File: src/rtl/core/ntt_pkg.sv
`timescale 1ns / 1ps
// ----------------------------------------------------------------------------
// ntt_pkg
// Shared widths, register indexes, pitch table and prescaler step table for
// the note to tone timer setting block.
// ----------------------------------------------------------------------------
package ntt_pkg;

	localparam int unsigned WordW    = 16;
	localparam int unsigned IdxW     = 4;
	localparam int unsigned OctW     = 3;
	localparam int unsigned UnitsW   = 9;
	localparam int unsigned ClockW   = 24;
	localparam int unsigned MinNoteW = 10;
	localparam int unsigned ToneW    = 13;
	localparam int unsigned SelW     = 3;
	localparam int unsigned CmpW     = 8;
	localparam int unsigned ToneMsW  = 19;
	localparam int unsigned PauseW   = 9;
	localparam int unsigned StepCntW = 3;
	localparam int unsigned ShiftW   = 4;

	// configuration register indexes
	localparam int unsigned CfgIndexW = 1;
	localparam logic [CfgIndexW-1:0] RegClockHalfHz = 1'b0;
	localparam logic [CfgIndexW-1:0] RegMinNoteMs   = 1'b1;

	localparam logic [ClockW-1:0]   ClockHalfHzReset = 24'd8000000;
	localparam logic [MinNoteW-1:0] MinNoteMsReset   = 10'd100;

	// largest count the 8-bit compare register can express
	localparam int unsigned CountLimit = 256;
	localparam int unsigned NumSteps   = 6;
	localparam logic [OctW-1:0] TopOctave = 3'd7;
	localparam logic [CmpW-1:0] CmpSaturated = 8'hFF;
	localparam logic [SelW-1:0] SelRest = 3'd0;

	typedef struct packed {
		logic                 end_of_melody;
		logic                 is_rest;
		logic [ToneW-1:0]     tone_hz;
		logic [ToneMsW-1:0]   tone_ms;
	} ntt_meta_t;

	// fifth-octave pitches in Hz, index 0 and anything past the table is a rest
	function automatic logic [ToneW-1:0] pitch_lookup(input logic [IdxW-1:0] idx);
		logic [ToneW-1:0] hz;
		case (idx)
			4'd1:    hz = 13'd4186;
			4'd2:    hz = 13'd4435;
			4'd3:    hz = 13'd4698;
			4'd4:    hz = 13'd4978;
			4'd5:    hz = 13'd5274;
			4'd6:    hz = 13'd5588;
			4'd7:    hz = 13'd5920;
			4'd8:    hz = 13'd6272;
			4'd9:    hz = 13'd6645;
			4'd10:   hz = 13'd7040;
			4'd11:   hz = 13'd7459;
			4'd12:   hz = 13'd7902;
			default: hz = '0;
		endcase
		return hz;
	endfunction

	// total right shift of the count after n prescaler steps
	// (dividers 1, 8, 32, 64, 128, 256, 1024)
	function automatic logic [ShiftW-1:0] cum_shift(input logic [StepCntW-1:0] n);
		logic [ShiftW-1:0] sh;
		case (n)
			3'd0:    sh = 4'd0;
			3'd1:    sh = 4'd3;
			3'd2:    sh = 4'd5;
			3'd3:    sh = 4'd6;
			3'd4:    sh = 4'd7;
			3'd5:    sh = 4'd8;
			default: sh = 4'd10;
		endcase
		return sh;
	endfunction

endpackage

File: src/rtl/core/note_to_tone_timer_setting.sv
`timescale 1ns / 1ps
// ----------------------------------------------------------------------------
// note_to_tone_timer_setting
// Turns packed melody note words into tone timer prescaler and compare
// settings, plus tone and pause lengths in milliseconds.
// ----------------------------------------------------------------------------
// One note word is taken every clock cycle while the output side is not
// stalled, and each gives exactly one result item, in order, after one
// decode stage, 24 stages of the restoring divider that forms the count
// (one quotient bit per stage) and one stage for the prescaler cascade and
// output register. Back-pressure stalls only the full stages nearest the
// output, so bubbles in the pipe are squeezed out. The two configuration
// registers are read as items pass through, so write them only while no
// item is in flight.
// ----------------------------------------------------------------------------
module note_to_tone_timer_setting (
	input  logic                                clk,
	input  logic                                arst_n,
	input  logic                                cfg_we,
	input  logic [ntt_pkg::CfgIndexW-1:0]       cfg_index,
	input  logic [ntt_pkg::ClockW-1:0]          cfg_data,
	input  logic                                in_valid,
	output logic                                in_ready,
	input  logic [ntt_pkg::WordW-1:0]           note_word,
	output logic                                out_valid,
	input  logic                                out_ready,
	output logic                                end_of_melody,
	output logic                                is_rest,
	output logic [ntt_pkg::ToneW-1:0]           tone_hz,
	output logic [ntt_pkg::SelW-1:0]            prescale_select,
	output logic [ntt_pkg::CmpW-1:0]            compare_value,
	output logic                                range_error,
	output logic [ntt_pkg::ToneMsW-1:0]         tone_ms,
	output logic [ntt_pkg::PauseW-1:0]          pause_ms
);

	logic [ntt_pkg::ClockW-1:0]   clock_half_hz_q;
	logic [ntt_pkg::MinNoteW-1:0] min_note_ms_q;

	logic                         dec_valid;
	logic                         dec_ready;
	logic [ntt_pkg::ClockW-1:0]   dec_num;
	logic [ntt_pkg::ToneW-1:0]    dec_div;
	ntt_pkg::ntt_meta_t           dec_meta;

	logic                         div_valid;
	logic                         div_ready;
	logic [ntt_pkg::ClockW-1:0]   div_quo;
	ntt_pkg::ntt_meta_t           div_meta;

	always_ff @(posedge clk or negedge arst_n) begin
		if (!arst_n) begin
			clock_half_hz_q <= ntt_pkg::ClockHalfHzReset;
			min_note_ms_q   <= ntt_pkg::MinNoteMsReset;
		end else if (cfg_we) begin
			unique case (cfg_index)
				ntt_pkg::RegClockHalfHz: clock_half_hz_q <= cfg_data;
				ntt_pkg::RegMinNoteMs:   min_note_ms_q   <= cfg_data[ntt_pkg::MinNoteW-1:0];
				default: ;
			endcase
		end
	end

	ntt_decode u_decode (
		.clk           (clk),
		.arst_n        (arst_n),
		.in_valid      (in_valid),
		.in_ready      (in_ready),
		.note_word     (note_word),
		.clock_half_hz (clock_half_hz_q),
		.min_note_ms   (min_note_ms_q),
		.out_valid     (dec_valid),
		.out_ready     (dec_ready),
		.out_num       (dec_num),
		.out_div       (dec_div),
		.out_meta      (dec_meta)
	);

	ntt_divider u_divider (
		.clk       (clk),
		.arst_n    (arst_n),
		.in_valid  (dec_valid),
		.in_ready  (dec_ready),
		.in_num    (dec_num),
		.in_div    (dec_div),
		.in_meta   (dec_meta),
		.out_valid (div_valid),
		.out_ready (div_ready),
		.out_quo   (div_quo),
		.out_meta  (div_meta)
	);

	ntt_prescale u_prescale (
		.clk             (clk),
		.arst_n          (arst_n),
		.in_valid        (div_valid),
		.in_ready        (div_ready),
		.in_count        (div_quo),
		.in_meta         (div_meta),
		.min_note_ms     (min_note_ms_q),
		.out_valid       (out_valid),
		.out_ready       (out_ready),
		.end_of_melody   (end_of_melody),
		.is_rest         (is_rest),
		.tone_hz         (tone_hz),
		.prescale_select (prescale_select),
		.compare_value   (compare_value),
		.range_error     (range_error),
		.tone_ms         (tone_ms),
		.pause_ms        (pause_ms)
	);

	// end of melody item carries nothing else
	a_end_clean: assert property (@(posedge clk) disable iff (!arst_n)
		(out_valid && end_of_melody) |-> (!is_rest && (tone_hz == '0)
		&& (prescale_select == ntt_pkg::SelRest) && (compare_value == '0)
		&& !range_error && (tone_ms == '0) && (pause_ms == '0)))
		else $error("end of melody item has non-zero fields");

	// a rest never selects a timer clock
	a_rest_no_timer: assert property (@(posedge clk) disable iff (!arst_n)
		(out_valid && is_rest) |-> ((prescale_select == ntt_pkg::SelRest)
		&& (tone_hz == '0) && !range_error && !end_of_melody))
		else $error("rest item selects a timer clock");

	// a sounding note always has a real clock select and a tone
	a_tone_has_sel: assert property (@(posedge clk) disable iff (!arst_n)
		(out_valid && !is_rest && !end_of_melody) |->
		((prescale_select != ntt_pkg::SelRest) && (tone_hz != '0)))
		else $error("sounding note without clock select");

	// saturation only at the largest divider
	a_range_sat: assert property (@(posedge clk) disable iff (!arst_n)
		(out_valid && range_error) |->
		((prescale_select == 3'd7) && (compare_value == ntt_pkg::CmpSaturated)))
		else $error("range error without saturated setting");

endmodule

File: src/rtl/core/ntt_decode.sv
`timescale 1ns / 1ps
// ----------------------------------------------------------------------------
// ntt_decode
// First pipeline stage: unpacks the note word, looks up and octave-shifts the
// pitch, works out the tone length and sets up the count division.
// ----------------------------------------------------------------------------
module ntt_decode (
	input  logic                              clk,
	input  logic                              arst_n,
	input  logic                              in_valid,
	output logic                              in_ready,
	input  logic [ntt_pkg::WordW-1:0]         note_word,
	input  logic [ntt_pkg::ClockW-1:0]        clock_half_hz,
	input  logic [ntt_pkg::MinNoteW-1:0]      min_note_ms,
	output logic                              out_valid,
	input  logic                              out_ready,
	output logic [ntt_pkg::ClockW-1:0]        out_num,
	output logic [ntt_pkg::ToneW-1:0]         out_div,
	output ntt_pkg::ntt_meta_t                out_meta
);

	logic [ntt_pkg::IdxW-1:0]    idx;
	logic [ntt_pkg::OctW-1:0]    oct;
	logic [ntt_pkg::UnitsW-1:0]  units;
	logic                        is_end;
	logic                        is_rest;
	logic [ntt_pkg::ToneW-1:0]   tone;
	logic [ntt_pkg::ToneMsW-1:0] tone_ms;
	ntt_pkg::ntt_meta_t          meta;

	logic                        vld_s1;
	logic [ntt_pkg::ClockW-1:0]  num_s1;
	logic [ntt_pkg::ToneW-1:0]   div_s1;
	ntt_pkg::ntt_meta_t          meta_s1;

	assign idx   = note_word[3:0];
	assign oct   = note_word[6:4];
	assign units = note_word[15:7];

	always_comb begin
		is_end  = (note_word == '0);
		is_rest = !is_end && ((idx == '0) || (idx > 4'd12));
		if (is_end || is_rest) begin
			tone = '0;
		end else begin
			tone = ntt_pkg::pitch_lookup(idx) >> (ntt_pkg::TopOctave - oct);
		end
		if (is_end) begin
			tone_ms = '0;
		end else begin
			tone_ms = ntt_pkg::ToneMsW'({10'd0, units} * {9'd0, min_note_ms});
		end
		meta.end_of_melody = is_end;
		meta.is_rest       = is_rest;
		meta.tone_hz       = tone;
		meta.tone_ms       = tone_ms;
	end

	assign in_ready = !vld_s1 || out_ready;

	always_ff @(posedge clk or negedge arst_n) begin
		if (!arst_n) begin
			vld_s1 <= 1'b0;
		end else if (in_ready) begin
			vld_s1 <= in_valid;
		end
	end

	always_ff @(posedge clk) begin
		if (in_ready && in_valid) begin
			num_s1  <= clock_half_hz;
			div_s1  <= tone;
			meta_s1 <= meta;
		end
	end

	assign out_valid = vld_s1;
	assign out_num   = num_s1;
	assign out_div   = div_s1;
	assign out_meta  = meta_s1;

endmodule

File: src/rtl/core/ntt_divider.sv
`timescale 1ns / 1ps
// ----------------------------------------------------------------------------
// ntt_divider
// Pipelined restoring divider, one quotient bit per stage, with the note
// fields carried alongside. Each stage stalls only when it is full and the
// stage after it cannot take its item.
// ----------------------------------------------------------------------------
module ntt_divider (
	input  logic                         clk,
	input  logic                         arst_n,
	input  logic                         in_valid,
	output logic                         in_ready,
	input  logic [ntt_pkg::ClockW-1:0]   in_num,
	input  logic [ntt_pkg::ToneW-1:0]    in_div,
	input  ntt_pkg::ntt_meta_t           in_meta,
	output logic                         out_valid,
	input  logic                         out_ready,
	output logic [ntt_pkg::ClockW-1:0]   out_quo,
	output ntt_pkg::ntt_meta_t           out_meta
);

	localparam int unsigned NumW = ntt_pkg::ClockW;
	localparam int unsigned DivW = ntt_pkg::ToneW;

	logic                vld_s  [1:NumW];
	logic                rdy_s  [1:NumW];
	logic [NumW-1:0]     num_s  [1:NumW];
	logic [NumW-1:0]     quo_s  [1:NumW];
	logic [DivW-1:0]     rem_s  [1:NumW];
	logic [DivW-1:0]     div_s  [1:NumW];
	ntt_pkg::ntt_meta_t  meta_s [1:NumW];

	for (genvar k = 1; k <= NumW; k++) begin : g_stage
		logic               p_vld;
		logic [NumW-1:0]    p_num;
		logic [NumW-1:0]    p_quo;
		logic [DivW-1:0]    p_rem;
		logic [DivW-1:0]    p_div;
		ntt_pkg::ntt_meta_t p_meta;
		logic               nxt_rdy;
		logic [DivW:0]      trial;
		logic [DivW:0]      diff;
		logic               ge;

		if (k == 1) begin : g_first
			assign p_vld  = in_valid;
			assign p_num  = in_num;
			assign p_quo  = '0;
			assign p_rem  = '0;
			assign p_div  = in_div;
			assign p_meta = in_meta;
		end else begin : g_next
			assign p_vld  = vld_s[k-1];
			assign p_num  = num_s[k-1];
			assign p_quo  = quo_s[k-1];
			assign p_rem  = rem_s[k-1];
			assign p_div  = div_s[k-1];
			assign p_meta = meta_s[k-1];
		end

		if (k == NumW) begin : g_last
			assign nxt_rdy = out_ready;
		end else begin : g_mid
			assign nxt_rdy = rdy_s[k+1];
		end

		assign rdy_s[k] = !vld_s[k] || nxt_rdy;

		// bring down the next dividend bit and try the subtract
		assign trial = {p_rem, p_num[NumW-1]};
		assign ge    = (trial >= {1'b0, p_div});
		assign diff  = trial - {1'b0, p_div};

		always_ff @(posedge clk or negedge arst_n) begin
			if (!arst_n) begin
				vld_s[k] <= 1'b0;
			end else if (rdy_s[k]) begin
				vld_s[k] <= p_vld;
			end
		end

		always_ff @(posedge clk) begin
			if (rdy_s[k] && p_vld) begin
				rem_s[k]  <= ge ? diff[DivW-1:0] : trial[DivW-1:0];
				num_s[k]  <= {p_num[NumW-2:0], 1'b0};
				quo_s[k]  <= {p_quo[NumW-2:0], ge};
				div_s[k]  <= p_div;
				meta_s[k] <= p_meta;
			end
		end
	end

	assign in_ready  = rdy_s[1];
	assign out_valid = vld_s[NumW];
	assign out_quo   = quo_s[NumW];
	assign out_meta  = meta_s[NumW];

	// remainder stays below a non-zero divisor at the end of the pipe
	a_rem_below_div: assert property (@(posedge clk) disable iff (!arst_n)
		(vld_s[NumW] && (div_s[NumW] != '0)) |-> (rem_s[NumW] < div_s[NumW]))
		else $error("divider remainder not below divisor");

	// a stalled last stage keeps its quotient
	a_hold_on_stall: assert property (@(posedge clk) disable iff (!arst_n)
		(vld_s[NumW] && !out_ready) |=> (vld_s[NumW] && $stable(quo_s[NumW])))
		else $error("divider output changed while stalled");

endmodule

File: src/rtl/core/ntt_prescale.sv
`timescale 1ns / 1ps
// ----------------------------------------------------------------------------
// ntt_prescale
// Last pipeline stage: runs the prescaler cascade on the divided count,
// forms the compare value and holds the result item in the output register.
// ----------------------------------------------------------------------------
module ntt_prescale (
	input  logic                          clk,
	input  logic                          arst_n,
	input  logic                          in_valid,
	output logic                          in_ready,
	input  logic [ntt_pkg::ClockW-1:0]    in_count,
	input  ntt_pkg::ntt_meta_t            in_meta,
	input  logic [ntt_pkg::MinNoteW-1:0]  min_note_ms,
	output logic                          out_valid,
	input  logic                          out_ready,
	output logic                          end_of_melody,
	output logic                          is_rest,
	output logic [ntt_pkg::ToneW-1:0]     tone_hz,
	output logic [ntt_pkg::SelW-1:0]      prescale_select,
	output logic [ntt_pkg::CmpW-1:0]      compare_value,
	output logic                          range_error,
	output logic [ntt_pkg::ToneMsW-1:0]   tone_ms,
	output logic [ntt_pkg::PauseW-1:0]    pause_ms
);

	localparam int unsigned CntW = ntt_pkg::ClockW;

	logic [ntt_pkg::NumSteps:0]       pass;
	logic [ntt_pkg::StepCntW-1:0]     steps;
	logic [CntW-1:0]                  shifted;
	logic [ntt_pkg::SelW-1:0]         sel;
	logic [ntt_pkg::CmpW-1:0]         cmp;
	logic                             err;
	logic [ntt_pkg::PauseW-1:0]       pause;

	logic                             vld_s3;
	logic                             end_s3;
	logic                             rest_s3;
	logic [ntt_pkg::ToneW-1:0]        tone_s3;
	logic [ntt_pkg::SelW-1:0]         sel_s3;
	logic [ntt_pkg::CmpW-1:0]         cmp_s3;
	logic                             err_s3;
	logic [ntt_pkg::ToneMsW-1:0]      tone_ms_s3;
	logic [ntt_pkg::PauseW-1:0]       pause_s3;

	always_comb begin
		// count >> s exceeds the limit exactly when count >= (limit + 1) << s
		for (int k = 0; k <= ntt_pkg::NumSteps; k++) begin
			pass[k] = (in_count >= (CntW'(ntt_pkg::CountLimit + 1)
				<< ntt_pkg::cum_shift(ntt_pkg::StepCntW'(k))));
		end
		// thresholds rise, so the passed steps form a thermometer code
		steps = '0;
		for (int k = 0; k < ntt_pkg::NumSteps; k++) begin
			if (pass[k]) begin
				steps = ntt_pkg::StepCntW'(k + 1);
			end
		end
		shifted = in_count >> ntt_pkg::cum_shift(steps);
		if (in_meta.end_of_melody || in_meta.is_rest) begin
			sel = ntt_pkg::SelRest;
			cmp = '0;
			err = 1'b0;
		end else begin
			sel = ntt_pkg::SelW'(steps + 3'd1);
			err = pass[ntt_pkg::NumSteps];
			cmp = err ? ntt_pkg::CmpSaturated : ntt_pkg::CmpW'(shifted - 1'b1);
		end
		pause = in_meta.end_of_melody ? '0 : ntt_pkg::PauseW'(min_note_ms >> 1);
	end

	assign in_ready = !vld_s3 || out_ready;

	always_ff @(posedge clk or negedge arst_n) begin
		if (!arst_n) begin
			vld_s3 <= 1'b0;
		end else if (in_ready) begin
			vld_s3 <= in_valid;
		end
	end

	always_ff @(posedge clk) begin
		if (in_ready && in_valid) begin
			end_s3     <= in_meta.end_of_melody;
			rest_s3    <= in_meta.is_rest;
			tone_s3    <= in_meta.tone_hz;
			sel_s3     <= sel;
			cmp_s3     <= cmp;
			err_s3     <= err;
			tone_ms_s3 <= in_meta.tone_ms;
			pause_s3   <= pause;
		end
	end

	assign out_valid       = vld_s3;
	assign end_of_melody   = end_s3;
	assign is_rest         = rest_s3;
	assign tone_hz         = tone_s3;
	assign prescale_select = sel_s3;
	assign compare_value   = cmp_s3;
	assign range_error     = err_s3;
	assign tone_ms         = tone_ms_s3;
	assign pause_ms        = pause_s3;

endmodule

File: config.mk
export PLATFORM = sky130hd
export DESIGN_NAME = note_to_tone_timer_setting
export DESIGN_NICKNAME = d
export VERILOG_FILES = /design/src/rtl/core/ntt_pkg.sv /design/src/rtl/core/note_to_tone_timer_setting.sv /design/src/rtl/core/ntt_decode.sv /design/src/rtl/core/ntt_divider.sv /design/src/rtl/core/ntt_prescale.sv
export SDC_FILE = /design/constraint.sdc
export NUM_CORES = 2
export LEC_CHECK = 0
export BUFFER_PORTS_ARGS = -buffer_cell sky130_fd_sc_hd__buf_2
export CORE_MARGIN = 2
export CORE_UTILIZATION = 45
export CTS_CLUSTER_SIZE = 8
export DETAILED_ROUTE_END_ITERATION = 10
export GPL_TIMING_DRIVEN = 1
export PLACE_DENSITY = 0.59
export SETUP_SLACK_MARGIN = 0.05
export SYNTH_ARGS = -nofsm -noshare
export SYNTH_HDL_FRONTEND = slang
export SYNTH_SLANG_ARGS = --single-unit
File: constraint.sdc
create_clock -name clk -period 8.4 [get_ports clk]
set_input_delay 2.52 -clock clk [delete_from_list [all_inputs] [get_ports clk]]
set_output_delay 2.52 -clock clk [all_outputs]
set_load 0.05 [all_outputs]
==> results by group <==
Drt
  – Met3 WL post-DR: 5042 um
  – Vias/cell: 5.066
  – Post-DRT Antenna Nets: 0
  – Residual DRC: 0
  – Drt total wl: 135500 um
  – Top sig layer: met4
  – DR vias: about 40000
  – WL met1: 58960 um
  – DRT Pass-1 Iters: 6
  – Detailed-route wire length per cell: 17.00 um
  – DR iter-0 viols: about 2400
  – Met2 wire length: slightly below 70000 um

Clock tree
  – Clk sinks: 1864
  – H-Tree Depth: 5
  – Clk buf depth: 4
  – Worst-Skew Late Latency: 0.89 ns
  – Post-CTS sizing: 0
  – Clock-pin slew on the worst setup and hold paths: 0.05 ns
  – Postcts setup bufs: 0
  – CTS Buf Count: 284
  – CTS Hold Bufs: 0
  – CTS tree: done
  – Root buffer cell: clkbuf_16

Synth
  – Synth Warn #: 0
  – Sequential area share after synthesis: 70.44%
  – Ys async rst share: 3.219%
  – Post-synth EDFFs: 1804
  – Synthesized Nets: 5670
  – Mapped Area: 79050 um2
  – Cell variety after synth: 77
  – Post-Syn Area per Cell: about 15 um2
  – Syn Inst Count: between 5000 and 6000
  – Most used DFF post-synth: edfxtp_1
  – Post-synthesis register bit count: about 1900

Placed design
  – Post-DP Area: between 80000 and 90000 um2
  – Placed Cells incl. Taps: 7604
  – # port buffers: 102
  – DPL Wire Length: 92860 um
  – Final GP Congestion: 0.8784

Floorplanning
  – Initial core utilization: 45.38%
  – Die width: roughly 420 um
  – Die H: approximately 420 um
  – Io pins: 103
  – CORE AREA: between 150000 and 200000 um2
  – Full die area: 179000 um2
  – Row count: roughly 150

Pwr
  – Peak supply drop: 198.2 uV
  – Sw Ratio: between 20% and 30%
  – Sequential power share: 42.7%
  – Cell Int Power: 22390 uW
  – Power Dens Cells: 343.7 nW/um2
  – Pleak: 0.03434 uW
  – Gate power share: 25.8%
  – Tot Pwr: 31070 uW
  – Clk pwr share: 31.4%
  – P_sw: between 8000 and 9000 uW

Worst setup path
  – CP max-delay cell: nor4_1
  – Crit path DAT: roughly 5.0 ns
  – R2R Setup Slk: 3.18 ns
  – CP max stage delay: 0.48 ns
  – Crit start category: input pin
  – Critical Path Fanout Max: 5
  – WP data required: just under 6 ns
  – Kind of critical path: in2out
  – Crit path capture type: primary output
  – Critical Path, Cell by Cell: buf_2, nand4b_1, nor2_1, nand2_1, nor4_1, nand2_1, nor2_1, nand3_1, inv_1, nand4_1, buf_2

Global routing
  – Total grt overflow: 0
  – Largest net degree at the start of global routing: 72
  – Vias in the first global route: 41590
  – First-pass GRT wire length: 219100 um
  – GRT Total Usage: 15.23%
  – Initial antenna violation count: 5

Layout
  – P&R area growth vs syn: 14.36%
  – Fin area: roughly 90000 um2
  – Layout cell share with drive strength beyond 1: between 10 and 15%
  – Nets: 6038
  – Most frequent cells in the layout: edfxtp_1 (1804), inv_1 (614), ha_1 (348)
  – Commonest non-fill, non-tap cell in the layout: edfxtp_1
  – Finished Layout Cells: 7970

STA
  – Tmin final: 7.557 ns
  – Slew of the pin with the lowest slew margin: 1.278 ns
  – Unrepaired setup endpoints after global routing: false
  – Count of pins over their slew limit: 0
  – Hold Vio Cnt, Final: 0
  – Clk_skew: 0.08291 ns
  – Max-Slew Margin vs Limit: 14.80%
  – Setup TNS: 0 ns
  – Final setup vio count: 0
  – Max Fclk: 0.1323 GHz
  – WHS: approximately 0.34 ns
  – Final worst path period share: 89.97%

Flow run
  – Max Cap Viol: 0

Hold path
  – Hold/Removal Path Class: reg2reg

Run status
  – Status: complete, no violations
-- cell families after synthesis --
group | synth area share [%]
AO/OA/AOI/OAI | 5.967
XOR/XNOR | 2.050
adder cells (fa/ha/maj) | 7.509
buffers and inverters | 3.265
flip-flops | 70.44
multiplexers | 4.723
AND/OR/NAND/NOR | 6.045
-- worst max-delay path, delay by kind of cell --
kind          cells  cell delay (ns)
buf+inv           3             0.45
simple gates      8             2.07
-- worst paths after layout --
path,from,end,depth (start not counted)
setup / recovery,out_ready,in_ready,11
hold / removal,u_divider.meta_s[0][242],u_divider.meta_s[0][276],0
setup reg to reg,min_note_ms_q[2],u_decode.out_meta[18],21
hold reg to reg,u_divider.meta_s[0][242],u_divider.meta_s[0][276],0
max in group asynchronous,arst_n,clock_half_hz_q[8],2
min in group asynchronous,arst_n,u_divider.g_stage[18].p_vld,1
-- synth_stat cells (16+ instances only) --
cell,n,area share (%)
dfrtp_1,50,1.6
xnor2_1,161,1.8
o41ai_1,21,0.23
a311oi_1,17,0.19
o211ai_1,34,0.32
nor2b_1,112,0.89
a211o_1,21,0.23
o221ai_1,19,0.21
and3_1,16,0.13
o21ai_0,200,1.3
o2111ai_1,18,0.20
clkbuf_1,59,0.28
nand4_1,67,0.53
and2_1,94,0.74
ha_1,348,5.5
inv_1,614,2.9
o21bai_1,21,0.20
edfxtp_1,1804,69
xor2_1,24,0.27
a21boi_0,92,0.87
o32ai_1,20,0.22
mux2i_1,85,1.1
nor2_1,291,1.4
nor3_1,20,0.13
nand2b_1,25,0.20
or3_1,27,0.21
mux2_2,251,3.6
fa_1,79,2.0
nand2_1,263,1.2
a21oi_1,152,0.96
o21a_1,29,0.28
nand3_1,23,0.15
-- metrics by stage --
stage	util (%)	setup slack, ns
2_1_floorplan	-	1.364
3_3_place_gp	47.52	0.8912
3_5_place_dp	47.52	0.8385
4_1_cts	51.90	0.8119
5_1_grt	51.90	0.4557
6_report	51.90	0.8426
-- flip-flops by register name, indices dropped and copies added (netlist names), 3 cells and up --
register / cells
u_prescale.tone_ms: 19
u_divider.meta_s: 540
u_prescale.tone_hz: 13
u_divider.quo_s: 300
u_decode.out_meta: 21
min_note_ms_q: 10
u_divider.rem_s: 299
u_prescale.pause_ms: 9
u_divider.num_s: 276
u_prescale.prescale_select: 3
clock_half_hz_q: 24
u_decode.out_num: 24
u_prescale.compare_value: 8
u_divider.g_stage.p_vld: 23
u_divider.div_s: 276
u_decode.out_div: 13
-- power by group through the flow --
stage | Clock [uW] | Combinational, uW | Sequential (uW)
2_1_floorplan | 0 | 6190 | 13300
4_1_cts | 10100 | 8140 | 13300
3_3_place_gp | 0 | 7990 | 13400
6_report | 9760 | 8030 | 13300
5_1_grt | 10500 | 9090 | 13400
3_5_place_dp | 0 | 8060 | 13500
-- final cells by class --
type,count,area [um2]
fill,14380,83800
timing repair buffer,149,865.8
inverter,614,2305
clock buffer,358,7576
clock inverter,7,38.79
antenna,1,2.502
multi-input combinational,2652,21020
sequential,1864,55690
tap,2325,2909
-- routing by layer --
| layer | vias to the layer above | track usage, % |
|---|---|---|
| li1 | 19720 | - |
| met1 | 19620 | 19.18 |
| met2 | 733 | 26.16 |
| met3 | 300 | 2.866 |
| met4 | 0 | 5.623 |
| met5 | - | 0 |
(Power assumes the default switching activity.)
